[src/rtl/core/ssvg_pkg.sv]
// Shared types and constants for the sphere strip vertex generator.
package ssvg_pkg;

  // Width of the points-per-turn register and of the grid indices derived from it
  localparam int CFG_W = 11;
  localparam int LAT_W = 9;
  localparam int LON_W = 11;

  // Reset value of the points-per-turn register
  localparam int CFG_RST = 64;

  // Fraction bits of the texture coordinates
  localparam int TEX_FRAC = 16;

  // Angle magnitude in radians, unsigned Q1.30
  localparam int X_W = 31;

  // Register-enabled stages of the sine evaluator
  localparam int SIN_LAT = 13;

  // Cell queue between the front and the back
  localparam int FIFO_DEPTH = 4;

  // Register index of points_per_turn
  localparam logic REG_POINTS = 1'b0;

  // One clamped grid cell
  typedef struct packed {
    logic [LAT_W-1:0] lat;
    logic [LON_W-1:0] lon;
  } cell_t;

endpackage

[src/rtl/core/ssvg_recip.sv]
// Serial reciprocal unit: floor(2^NUMW / N), one quotient bit per cycle.
module ssvg_recip #(
  parameter int          NUMW    = 28,
  parameter int          RW      = 27,
  parameter logic [RW-1:0] RST_VAL = '0
) (
  input  logic                       clk_i,
  input  logic                       rst_ni,
  input  logic                       start_i,
  input  logic [ssvg_pkg::CFG_W-1:0] n_i,
  output logic                       busy_o,
  output logic [RW-1:0]              recip_o
);

  localparam int CW = $clog2(NUMW + 1);

  logic                       busy_q;
  logic [CW-1:0]              cnt_q;
  logic [ssvg_pkg::CFG_W-1:0] rem_q, rem_d;
  logic [RW-1:0]              recip_q;
  logic [ssvg_pkg::CFG_W:0]   sh;
  logic                       ge;

  // restoring step; the dividend is a single one at bit NUMW
  always_comb begin
    sh    = {rem_q, (cnt_q == '0)};
    ge    = (sh >= {1'b0, n_i});
    rem_d = ge ? ssvg_pkg::CFG_W'(sh - {1'b0, n_i}) : sh[ssvg_pkg::CFG_W-1:0];
  end

  always_ff @(posedge clk_i or negedge rst_ni) begin
    if (!rst_ni) begin
      busy_q  <= 1'b0;
      cnt_q   <= '0;
      rem_q   <= '0;
      recip_q <= RST_VAL;
    end else if (start_i) begin
      busy_q  <= 1'b1;
      cnt_q   <= '0;
      rem_q   <= '0;
      recip_q <= '0;
    end else if (busy_q) begin
      rem_q   <= rem_d;
      recip_q <= {recip_q[RW-2:0], ge};
      cnt_q   <= cnt_q + 1'b1;
      if (cnt_q == CW'(NUMW)) begin
        busy_q <= 1'b0;
      end
    end
  end

  assign busy_o  = busy_q;
  assign recip_o = recip_q;

endmodule

[config.mk]
export PLATFORM = sky130hd
export DESIGN_NAME = ssvg_recip
export DESIGN_NICKNAME = d
export VERILOG_FILES = /design/src/rtl/core/ssvg_pkg.sv /design/src/rtl/core/ssvg_recip.sv
export SDC_FILE = /design/constraint.sdc
export NUM_CORES = 1
export LEC_CHECK = 0
export ABC_CLOCK_PERIOD_IN_PS = 3500
export BUFFER_PORTS_ARGS = -buffer_cell sky130_fd_sc_hd__buf_2
export CAP_MARGIN = 5
export CORE_MARGIN = 1.5
export CORE_UTILIZATION = 56
export CTS_CLUSTER_DIAMETER = 30
export DETAILED_ROUTE_END_ITERATION = 16
export PLACE_DENSITY_LB_ADDON = 0.3
export SLEW_MARGIN = 0
export SYNTH_ARGS = -nofsm -noshare
export SYNTH_HDL_FRONTEND = slang
export SYNTH_SLANG_ARGS = --single-unit
[constraint.sdc]
create_clock -name clk_i -period 3.5 [get_ports clk_i]
set_input_delay 0 -clock clk_i [delete_from_list [all_inputs] [get_ports clk_i]]
set_output_delay 0 -clock clk_i [all_outputs]
set_load 0.05 [all_outputs]
==> metrics.md <==
| Metric | Value |
|---|---|
| Status | finished, final reports clean |
| Placer congestion estimate | 0.940 |
| Placement Setup Slack | 0.339 ns |
| Slew HR | 0.358 |
| Area contributors post-synth | dfrtp_1 43%, mux2i_1 13%, nor2_1 6.9% |
| Area delta synth->final | 14.0% |
| Io pins | 42 |
| Lkg Pwr | 0.00167 uW |
| Endpoints failing hold | 0 |
| DR pass1 iterations | 4 |
| Die area | 0.00497 mm^2 |
| Met1 Resource Use GR | 0.269 |
| Cell Area, Synth | 0.00255 mm^2 |
| EDFF count, synth | 0 |
| Met3 Track Usage GR | 0.0418 |
| Clk sink count | 44 |
| Die W | 70.5 um |
| Clock slew at reported path FFs | 0.09 ns |
| IO buf count | 41 |
| Setup-failing EPs final | 0 |
| Power share of the combinational group | 0.121 |
| Critical Path AT | 3.33 ns |
| Min-delay worst type | in -> reg |
| Starting Density | 0.582 |
| Post-CTS Resized | 0 |
| Fin crit share | 0.910 |
| Fraction of layout cells with a size suffix above 1 | 0.223 |
| DP HPWL | 3.31 mm |
| Crit Path Class | reg -> reg |
| CP startpoint kind | flop |
| Initial antenna violation count | 0 |
| Seq/Total Area, Yosys | 0.431 |
| Ys async rst share | 1.00 |
| FMAX | 314 MHz |
| Required @ worst endpoint | 3.64 ns |
| GRT Max-Usage Layer | met2 |
| Synth cell types | 50 |
| Cells after synthesis | 252 |
| WHS Path Cells | 4 |
| Reg power frac | 0.496 |
| Peak fanout along the critical path | 10 |
| Endpoint, Worst Hold | rem_q[0]$_DFFE_PN0P_ |
| Fin crit period | 3.19 ns |
| Clock share of power | 0.383 |
| Clock latency on the worst-skew pair | 0.31 ns |
| Max Cap Viol | 0 |
| Vias | 1927 |
| Worst Tran Pin Value | 0.963 ns |
| Row count | 24 |
| Psw | 273 uW |
| Hold buffer count at CTS | 1 |
| Syn Area/Cell | 10.1 um^2 |
| Nets | 319 |
| CTS root buffer | clkbuf_8 |
| Largest net degree at the start of global routing | 47 |
| Fin Clk Skew | 0.0101 ns |
| Setup repair bufs after CTS | 0 |
| Total track usage | 0.209 |
| Worst r2r path cells | 13 |
| Global route total overflow | 0 |
| Top-area cell type share of the netlist area | 0.431 |
| Antenna diodes | 0 |
| Hold_sp | n_i[0] |
| Reg2reg setup slack | 0.31 ns |
| Core area | 0.00438 mm^2 |
| GR Layer Usage met2 | 0.358 |
| RR Endpoint | rem_q[8]$_DFFE_PN0P_ |
| Sw Ratio | 0.258 |
| Final setup margin | 0.314 ns |
| CTS HTree Levels | 2 |
| CTS tree | built |
| DR iter-0 viols | 57 |
| Pwr dens | 363 mW/mm^2 |
| Max Root-Sink Buffers | 2 |
| Area leader, netlist | dfrtp_1 |
| RSZ-0062 raised after global routing | no |
| Ys Warns | 0 |
| Slew Viols, Final | 0 |
| Reg2reg start | cnt_q[0]$_DFFE_PN0P_ |
| DRT antenna net count | 0 |
| Syn nets | 280 |
| Number of global-route vias before repair | 1857 |
| Via density | 5.60 |
| Clock buffer count from CTS | 5 |
| Register bit total from synthesis | 44 |
| Synth Flop Type | dfrtp_1 |
| Wire length per cell | 14.0 um |
| Die Y | 70.5 um |
| DRC viols | 0 |
| Final wirelength | 4.83 mm |
| Int Power | 784 uW |
| Setup TNS | 0 ns |
| Worst VDD drop | 0.295 mV |
| First-pass GRT wire length | 8.35 mm |
| CP Capture Type | flop |
[state kept, by name, summed over array words and instances, names as in the netlist]
name and cells:
cnt_q 5, rem_q 11, recip_o 27, busy_o 1
[critical path: stages, from the launching register on]
cell	delay, ns
dfrtp_1	0.43
inv_1	0.07
ha_1	0.15
or4b_2	0.62
ha_1	0.23
inv_1	0.07
fa_1	0.20
a21oi_1	0.11
o21bai_2	0.18
o211ai_2	0.13
a31oi_4	0.29
buf_4	0.25
mux2i_1	0.21
a211oi_1	0.09
[kinds of logic after synthesis]
kind of cell | share of synthesized area
AND/OR/NAND/NOR | 0.158
flip-flops | 0.431
AO/OA/AOI/OAI | 0.120
multiplexers | 0.139
buffers and inverters | 0.0461
adder cells (fa/ha/maj) | 0.0716
XOR/XNOR | 0.0343
[routing by layer]
metal | wire length, um | part of all wire
met5 | 0 | 0
met4 | 64 | 0.013
met3 | 147 | 0.030
met2 | 2400 | 0.50
met1 | 2210 | 0.46
[Yosys cell counts (2+ instances only)]
library cell  number
nand4_1            4
o21ai_0            5
nor2_1            47
ha_1              13
a211oi_1           6
xnor2_1            2
buf_1              4
nand2_1            6
dfrtp_1           44
clkbuf_1           6
nor2b_1            2
nor3_1             3
a211oi_2           3
nand3_1            3
a21oi_1            6
or3_1              2
inv_1             17
xor2_1             8
o21a_1             4
nor3b_1            2
mux2i_1           34
and3_1             2
nor4_1             2
[per-stage QoR]
step | std cells | utilization | total power, uW | hold WS [ns] | area [um^2]
floorplan | 252 | - | 624 | -0.296 | 2550
global placement | 335 | 0.635 | 659 | 0.215 | 2790
global route | 344 | 0.664 | 1100 | 0.200 | 2910
finish | 344 | 0.664 | 1060 | 0.175 | 2910
detailed placement | 335 | 0.635 | 661 | 0.217 | 2790
CTS | 344 | 0.664 | 1070 | 0.168 | 2910
[cell type report]
cell class	instances	area, um^2
Tap cell	52	65.1
Inverter	17	63.8
Sequential cell	44	1100
Clock inverter	3	46.3
Fill cell	356	1470
Clock buffer	5	68.8
Timing Repair Buffer	44	230
Multi-Input combinational cell	179	1330
[worst max-delay path by stage]
stage                         startpoint                   end  slack (ns)  cells after the start
global route        cnt_q[0]$_DFFE_PN0P_  rem_q[7]$_DFFE_PN0P_        0.11                     13
global placement    cnt_q[0]$_DFFE_PN0P_  rem_q[4]$_DFFE_PN0P_        0.45                     13
detailed placement  cnt_q[0]$_DFFE_PN0P_  rem_q[7]$_DFFE_PN0P_        0.34                     13
CTS                 cnt_q[0]$_DFFE_PN0P_  rem_q[7]$_DFFE_PN0P_        0.31                     13
finish              cnt_q[0]$_DFFE_PN0P_  rem_q[8]$_DFFE_PN0P_        0.31                     13
floorplan           cnt_q[0]$_DFFE_PN0P_  rem_q[0]$_DFFE_PN0P_        0.58                     12
[placed cells by master, fill, tap and decap left out, types with 2 or more instances in the layout]
cell type and instances:
a211oi_1 6, a211oi_2 3, a21oi_1 6, and3_1 2
buf_2 41, buf_4 2, clkbuf_8 5, dfrtp_1 43
ha_1 13, inv_1 17, mux2i_1 34, nand2_1 6
nand3_1 3, nand4_1 4, nor2_1 47, nor2b_1 2
nor3_1 3, nor3b_1 2, nor4_1 2, o21a_1 4
o21ai_0 5, or3_1 2, xnor2_1 2, xor2_1 8
[power groups by stage]
stage,sequential [uW],combinational (uW),clock (uW)
floorplan,532,92.0,0
global placement,533,126,0
detailed placement,534,127,0
CTS,524,129,414
global route,525,145,429
finish,524,128,405
(Power assumes the default switching activity.)
