===== src/rtl/core/ssvg_pkg.sv =====
// Shared types and constants for the sphere strip vertex generator.
package ssvg_pkg;

  // Width of the points-per-turn register and of the grid indices derived from it
  localparam int CFG_W = 11;
  localparam int LAT_W = 9;
  localparam int LON_W = 11;

  // Reset value of the points-per-turn register
  localparam int CFG_RST = 64;

  // Fraction bits of the texture coordinates
  localparam int TEX_FRAC = 16;

  // Angle magnitude in radians, unsigned Q1.30
  localparam int X_W = 31;

  // Register-enabled stages of the sine evaluator
  localparam int SIN_LAT = 13;

  // Cell queue between the front and the back
  localparam int FIFO_DEPTH = 4;

  // Register index of points_per_turn
  localparam logic REG_POINTS = 1'b0;

  // One clamped grid cell
  typedef struct packed {
    logic [LAT_W-1:0] lat;
    logic [LON_W-1:0] lon;
  } cell_t;

endpackage


===== src/rtl/core/ssvg_front.sv =====
// Front end: takes requests, clamps the indices and queues cells for the back end.
module ssvg_front (
  input  logic                       clk_i,
  input  logic                       rst_ni,
  input  logic [ssvg_pkg::CFG_W-1:0] n_i,
  input  logic                       hold_i,
  input  logic                       in_valid_i,
  input  logic [ssvg_pkg::LAT_W-1:0] lat_index_i,
  input  logic [ssvg_pkg::LON_W-1:0] lon_index_i,
  output logic                       in_stall_o,
  output ssvg_pkg::cell_t            head_o,
  output logic                       head_valid_o,
  input  logic                       pop_i
);

  localparam int PTR_W = $clog2(ssvg_pkg::FIFO_DEPTH);

  ssvg_pkg::cell_t            mem_q [ssvg_pkg::FIFO_DEPTH];
  ssvg_pkg::cell_t            clamped;
  logic [PTR_W-1:0]           wptr_q, rptr_q;
  logic [PTR_W:0]             cnt_q;
  logic [ssvg_pkg::CFG_W-2:0] lat_max;
  logic                       push, pop, full;

  // saturate the indices to the last valid grid point
  always_comb begin
    lat_max = n_i[ssvg_pkg::CFG_W-1:1] - 1'b1;
    clamped.lat = ({1'b0, lat_index_i} > lat_max) ? lat_max[ssvg_pkg::LAT_W-1:0] : lat_index_i;
    clamped.lon = (lon_index_i > n_i) ? n_i : lon_index_i;
  end

  assign full       = (cnt_q == (PTR_W+1)'(ssvg_pkg::FIFO_DEPTH));
  assign in_stall_o = full || hold_i;
  assign push       = in_valid_i && !in_stall_o;
  assign pop        = pop_i && (cnt_q != '0);

  // cell queue
  always_ff @(posedge clk_i or negedge rst_ni) begin
    if (!rst_ni) begin
      wptr_q <= '0;
      rptr_q <= '0;
      cnt_q  <= '0;
    end else begin
      if (push) begin
        wptr_q <= wptr_q + 1'b1;
      end
      if (pop) begin
        rptr_q <= rptr_q + 1'b1;
      end
      unique case ({push, pop})
        2'b10:   cnt_q <= cnt_q + 1'b1;
        2'b01:   cnt_q <= cnt_q - 1'b1;
        default: cnt_q <= cnt_q;
      endcase
    end
  end

  always_ff @(posedge clk_i) begin
    if (push) begin
      mem_q[wptr_q] <= clamped;
    end
  end

  assign head_o       = mem_q[rptr_q];
  assign head_valid_o = (cnt_q != '0);

endmodule


===== config.mk =====
export PLATFORM = sky130hd
export DESIGN_NAME = ssvg_front
export DESIGN_NICKNAME = d
export VERILOG_FILES = /design/src/rtl/core/ssvg_pkg.sv /design/src/rtl/core/ssvg_front.sv
export SDC_FILE = /design/constraint.sdc
export NUM_CORES = 1
export LEC_CHECK = 0
export BUFFER_PORTS_ARGS = -buffer_cell sky130_fd_sc_hd__buf_4
export CELL_PAD_IN_SITES_DETAIL_PLACEMENT = 1
export CELL_PAD_IN_SITES_GLOBAL_PLACEMENT = 2
export CORE_ASPECT_RATIO = 0.7
export CORE_MARGIN = 2
export CORE_UTILIZATION = 45
export CTS_CLUSTER_SIZE = 12
export DETAILED_ROUTE_END_ITERATION = 16
export GPL_TIMING_DRIVEN = 0
export HOLD_SLACK_MARGIN = 0.1
export PLACE_DENSITY_LB_ADDON = 0.15
export SLEW_MARGIN = 10
export SYNTH_ARGS = -nofsm -noshare
export SYNTH_HDL_FRONTEND = slang
export SYNTH_SLANG_ARGS = --single-unit

===== constraint.sdc =====
create_clock -name clk_i -period 4.6 [get_ports clk_i]
set_input_delay 0.69 -clock clk_i [delete_from_list [all_inputs] [get_ports clk_i]]
set_output_delay 0.69 -clock clk_i [all_outputs]
set_load 0.01 [all_outputs]

==> impl_metrics.json, run 1 <==
{
  "status": "completed",
  "gr-total-overflow": 0,
  "htreeDepth": 3,
  "initial_core_util": 0.461,
  "final_common_cell": "edfxtp_1",
  "ys_ff_latch": 87,
  "grt_first_pass_wirelength_microns": 14400,
  "tightest_slew_ns": 1.19,
  "vias": 2404,
  "cp_data_required_time_ns": 4.63,
  "ys_warn_count": 0,
  "synthAdderAreaFrac": 0.0830,
  "synth_compound_area_frac": 0.0304,
  "worstRegToRegCells": 3,
  "final.setup.tns_ns": 0,
  "fin_crit_sh": 0.752,
  "fp.coreArea_sq_um": 9030,
  "rr_endpoint": "mem_q[1][4]",
  "die_h_microns": 84.5,
  "worstPathArrival_ns": 3.49,
  "layout_common_cells": "edfxtp_1 (80), buf_4 (58), inv_1 (27)",
  "critical_path_buf_inv_count": 3,
  "drive_gt1_frac": 0.328,
  "utilization": 0.560,
  "grt_start_max_net_pins": 21,
  "synth_cell_types": 31,
  "gp_congestion": 0.857,
  "syn_area_sq_um": 4160,
  "num-fill-cells": 839,
  "power.density_nw_per_um2": 526,
  "cts_sinks": 87,
  "ir_worst_vdd_mv": 0.226,
  "antenna_found_initial": 0,
  "fin_crit_ns": 3.46,
  "rsz0062_at_grt": "no",
  "p_leak_nw": 1.99,
  "setup_viol_count_final": 0,
  "firstDrtPassIters": 4,
  "crit_top_cell": "ha_1",
  "ys_seq_area_frac": 0.619,
  "criticalPathCategory": "input pin to flip-flop",
  "wl_per_cell_microns": 19.9,
  "crit_family": "simple AND/OR/NAND/NOR gates",
  "pre_cts_ws_ns": 0.834,
  "synth_xor_area_frac": 0.0295,
  "track_usage": 0.195,
  "synth_top_family_by_area": "multiplexers",
  "syn_inst": 256,
  "postCtsSetupBuffers": 0,
  "die_area_sq_um": 10000,
  "synth_nets": 319,
  "cts_tree": "yes",
  "grt_pass1_vias": 2562,
  "maxCapViolCount": 0,
  "max_stage_delay_ns": 0.64,
  "place.port_buffers": 57,
  "r2r-start": "cnt_q[0]",
  "crit_slowest_cell": "mux2i_1",
  "fin_skew_ns": 0.00400,
  "path_max_fanout": 9,
  "path_cells": "buf_4, inv_1, ha_1, nor2b_1, and2_1, xnor2_1, ha_1, and4_1, o21ai_0, a21oi_1, o211ai_1, buf_6, mux2i_1",
  "cts.path.max_buffers": 2,
  "syn_area_per_cell_sq_um": 16.3,
  "drc_errors": 0,
  "die-width_microns": 119,
  "placed_cells": 437,
  "r2r_setup_slack_ns": 2.32,
  "power_mw": 2.66,
  "critPathLaunchType": "input pin",
  "cts_made_buffers": 9,
  "worstSetupEndpointType": "flip-flop",
  "finalHoldViolations": 0,
  "synth-simple-area-share": 0.0454,
  "vias_per_cell": 5.31,
  "insertedDiodeCount": 0,
  "max_clock_freq_ghz": 0.289,
  "slew_viol_final": 0,
  "hpwl_microns": 6260,
  "ctsHoldBuffers": 0,
  "nets": 387,
  "worstSkewPairLatency_ns": 0.33,
  "fin_cells": 453,
  "io_pins": 58,
  "drt_iter0_drc": 140,
  "syn_to_final_growth_pct": 21.6,
  "hold_class": "input pin to async pin",
  "postRouteAntennaNets": 0,
  "synth.area.mux_share": 0.160,
  "rows": 29,
  "setup_ws_ns": 1.14,
  "cts.clk_slew.worst_paths_ns": 0.06,
  "cts_root_buf": "clkbuf_16",
  "routed_wl_microns": 9030,
  "postCtsResizedCells": 0,
  "maxSlewHeadroom": 0.208
}
-- power breakdown --
| part | total [mW] | leakage (nW) | internal, mW | switching [mW] |
|---|---|---|---|---|
| combinational | 0.851 | 1.03 | 0.424 | 0.427 |
| clock | 0.767 | 0.154 | 0.477 | 0.290 |
| sequential | 1.05 | 0.808 | 0.996 | 0.0497 |
| total | 2.66 | 1.99 | 1.90 | 0.767 |
-- sequential cells by signal, indices dropped and copies added (netlist names) --
name and flops:
rptr_q 2, wptr_q 2, cnt_q 3, mem_q 80
-- metrics by stage --
step	hold slack (ns)	area, sq um
2_1_floorplan	0.394	4160
3_3_place_gp	0.481	4750
3_5_place_dp	0.505	4750
4_1_cts	0.158	5060
5_1_grt	0.156	5060
6_report	0.164	5060
-- cells by family after synthesis --
logic type / after synthesis
AOI/OAI and AO/OA: 21
muxes: 40
DFF: 87
adders and majority gates: 27
xor gates and xnor gates: 14
and+or+nand+nor: 34
buffers and inverters: 33
-- metal layers --
layer / share of wire / up-vias / track usage / wire [microns]
met4: 0.0062 / 0 / 0.0455 / 56
met5: 0 / - / 0 / 0
met2: 0.45 / 58 / 0.299 / 4040
li1: - / 1119 / - / -
met3: 0.034 / 7 / 0.0421 / 306
met1: 0.51 / 1220 / 0.288 / 4620
-- cell type report --
cell class	instances	area, sq um	area share
sequential	87	2580	0.509
timing repair buffer	57	428	0.0845
multi-input combinational	136	1450	0.286
buffer	6	36.3	0.00717
clock buffer	11	233	0.0460
clock inverter	5	82.6	0.0163
inverter	27	101	0.0200
tap	124	155	0.0307
-- how the worst max path moves through the flow --
| stage | slack [ns] | to | depth (start not counted) | start |
|---|---|---|---|---|
| 2_1_floorplan | 1.79 | mem_q[0][12] | 12 | n_i[1] |
| 3_3_place_gp | 0.97 | mem_q[0][19] | 13 | n_i[1] |
| 3_5_place_dp | 0.83 | mem_q[1][19] | 13 | n_i[1] |
| 4_1_cts | 1.18 | mem_q[0][19] | 13 | n_i[1] |
| 5_1_grt | 0.97 | mem_q[0][19] | 13 | n_i[1] |
| 6_report | 1.14 | mem_q[0][19] | 13 | n_i[1] |
-- Yosys cell counts, drive strengths merged --
master | number | area, sq um
ha | 26 | 325
nor3 | 2 | 20.0
or3 | 1 | 6.26
a21oi | 9 | 45.0
dfrtp | 7 | 175
nor2b | 2 | 12.5
a21o | 1 | 7.51
o21ai | 3 | 15.0
o221ai | 1 | 8.76
inv | 27 | 101
and3 | 5 | 31.3
a31oi | 2 | 12.5
nand2 | 8 | 30.0
mux4 | 20 | 450
and2 | 3 | 18.8
clkbuf | 2 | 7.51
xor2 | 3 | 26.3
fa | 1 | 20.0
nor2 | 4 | 15.0
mux2 | 11 | 124
o211ai | 3 | 22.5
mux2i | 9 | 90.1
xnor2 | 11 | 96.3
edfxtp | 80 | 2400
buf | 4 | 28.8
nand4 | 5 | 31.3
nand3 | 3 | 15.0
and4 | 1 | 8.76
o31ai | 2 | 15.0
Note: power is estimated with default switching activity, not from simulation.
==> run 2, diff against run 1 <==
Settings changed: CORE_UTILIZATION 45 to 41.
Clock period 4.6 ns to 3.4 ns, I/O delays scaled along.
==> run 2 against run 1 <==
Flip-flop and latch count unchanged. Clock skew increased by 0.0053 ns. Final area increased by 0.82%. Die area increased by 9.4%. Hold slack improved by 0.33 ns. Clock power increased by 32%. Global-route usage decreased by 2.1 points. Critical path depth unchanged. Sequential power increased by 34%.
==> impl_metrics.json, run 2 (same netlist as run 1, synthesis figures left out) <==
{
  "status": "completed",
  "internal_power_mw": 2.54,
  "firstDrtPassIters": 4,
  "largest_reg_flops": 80,
  "io_pins": 58,
  "top_regs": "mem_q: 80 flops, cnt_q: 3 flops",
  "seq_area_sq_um": 2580,
  "die_h_microns": 88.3,
  "antenna_found_initial": 0,
  "place.port_buffers": 57,
  "postRouteAntennaNets": 0,
  "max_clock_freq_ghz": 0.320,
  "startpoint": "n_i[1]",
  "setup_viol_count_final": 0,
  "vias_per_cell": 5.25,
  "num-fill-cells": 960,
  "cts_made_buffers": 9,
  "grt_first_pass_wirelength_microns": 13900,
  "cts.path.max_buffers": 2,
  "routed_wl_microns": 9040,
  "finalHoldViolations": 0,
  "critPathLaunchType": "input pin",
  "die-width_microns": 124,
  "track_usage": 0.174,
  "worstPathArrival_ns": 3.20,
  "wl_per_cell_microns": 19.7,
  "fin_crit_sh": 0.920,
  "gr-total-overflow": 0,
  "rsz0062_at_grt": "no",
  "rows": 30,
  "grt_pass1_vias": 2404,
  "die_area_sq_um": 11000,
  "criticalPathCategory": "input pin to flip-flop",
  "worstSetupEndpointType": "flip-flop",
  "seq_power_share": 0.393,
  "r2r-start": "cnt_q[0]",
  "min_path_cells": 1,
  "postCtsResizedCells": 0,
  "combPwrFrac": 0.324,
  "final.setup.tns_ns": 0,
  "drt_iter0_drc": 167,
  "cts_sinks": 87,
  "layout_common_cells": "edfxtp_1 (80), buf_4 (58), inv_1 (27)",
  "initial_core_util": 0.425,
  "syn_to_final_growth_pct": 22.6,
  "hold_slack_ns": 0.492,
  "p_switching_mw": 1.04,
  "p_leak_nw": 2.01,
  "ir_worst_vdd_mv": 0.297,
  "min-delay-start": "cnt_q[2]",
  "tightest_slew_ns": 1.18,
  "path_max_fanout": 9,
  "fp.coreArea_sq_um": 9800,
  "drc_errors": 0,
  "vias": 2409,
  "nets": 389,
  "hold_class": "flip-flop to flip-flop",
  "cts_tree": "yes",
  "worstSkewPairLatency_ns": 0.34,
  "gp_congestion": 0.757,
  "final_common_cell": "edfxtp_1",
  "rr_endpoint": "mem_q[2][6]",
  "fin_crit_ns": 3.13,
  "drive_gt1_frac": 0.332,
  "insertedDiodeCount": 0,
  "cts_root_buf": "clkbuf_16",
  "multi_input_area_sq_um": 1450,
  "cp_data_required_time_ns": 3.47,
  "maxSlewHeadroom": 0.216,
  "power.density_nw_per_um2": 702,
  "hpwl_microns": 6460,
  "netSwitchingFraction": 0.291,
  "fin_cells": 459,
  "placed_cells": 441,
  "fin_skew_ns": 0.00929,
  "htreeDepth": 3,
  "holdPathEnd": "cnt_q[2]",
  "clkPwrFrac": 0.283,
  "r2r_setup_slack_ns": 1.15,
  "maxCapViolCount": 0,
  "regMostFlops": "mem_q",
  "worstRegToRegCells": 3,
  "slew_viol_final": 0,
  "grt_start_max_net_pins": 21,
  "cts.clk_slew.worst_paths_ns": 0.06
}
run 2: cell count changes in the layout (fill, tap and decap cells not counted):
cell           delta
bufinv_16         -2
clkbuf_16         +2
clkbuf_8          +1
clkinvlp_4        +1
dlygate4sd3_1     +1
clkinv_4          -2
inv_6             +1
clkbuf_1          -1
buf_16            +1
run 2: timing repair:
action                    CTS  global route
hold endpoints to repair    7             0
hold buffers                1             0
setup buffers               0             0
run 2: worst max path at each step:
stage / cells past startpoint / to / slack, ns
floorplan: 12 / mem_q[0][12] / 0.77
global placement: 13 / mem_q[0][19] / -0.02
detailed placement: 13 / mem_q[1][19] / -0.10
CTS: 13 / mem_q[1][19] / 0.24
global route: 13 / mem_q[1][19] / 0.07
finish: 13 / mem_q[1][19] / 0.27
run 2: power by group through the flow:
stage | sequential [mW] | combinational (mW) | clock (mW)
after floorplan | 1.41 | 0.719 | 0
after global placement | 1.42 | 1.15 | 0
after detailed placement | 1.43 | 1.16 | 0
after CTS | 1.41 | 1.17 | 1.03
after global routing | 1.43 | 1.27 | 1.07
final | 1.41 | 1.16 | 1.01
run 2: critical path, cell delays in order:
cell	delay [ns]
buf_4	0.13
inv_1	0.10
ha_1	0.19
nor2b_1	0.29
and2_1	0.19
xnor2_1	0.15
ha_1	0.28
and4_1	0.21
o21ai_0	0.09
a21oi_1	0.09
o211ai_1	0.22
buf_6	0.20
mux2i_1	0.52
run 2: through the flow:
stage               instance area, sq um  power, mW  setup WS, ns  utilization
floorplan                           4160       2.13         0.775            -
global placement                    4750       2.57       -0.0202        0.485
detailed placement                  4750       2.60        -0.104        0.485
CTS                                 5070       3.61         0.236        0.518
global route                        5100       3.76        0.0738        0.521
finish                              5100       3.58         0.270        0.521
run 2: routing by layer:
metal / track usage / wire length (microns) / up-vias
met2: 0.263 / 4050 / 62
li1: - / - / 1120
met1: 0.251 / 4480 / 1220
met5: 0 / 0 / -
met4: 0.0521 / 97 / 0
met3: 0.0429 / 409 / 7
run 2: area by class of cell:
| cell class | instances | share of cell area |
|---|---|---|
| Inverter | 27 | 0.0199 |
| Tap cell | 128 | 0.0314 |
| Clock buffer | 13 | 0.0574 |
| Multi-Input combinational cell | 136 | 0.284 |
| Timing Repair Buffer | 59 | 0.0912 |
| Sequential cell | 87 | 0.505 |
| Buffer | 6 | 0.00711 |
| Clock inverter | 3 | 0.00417 |
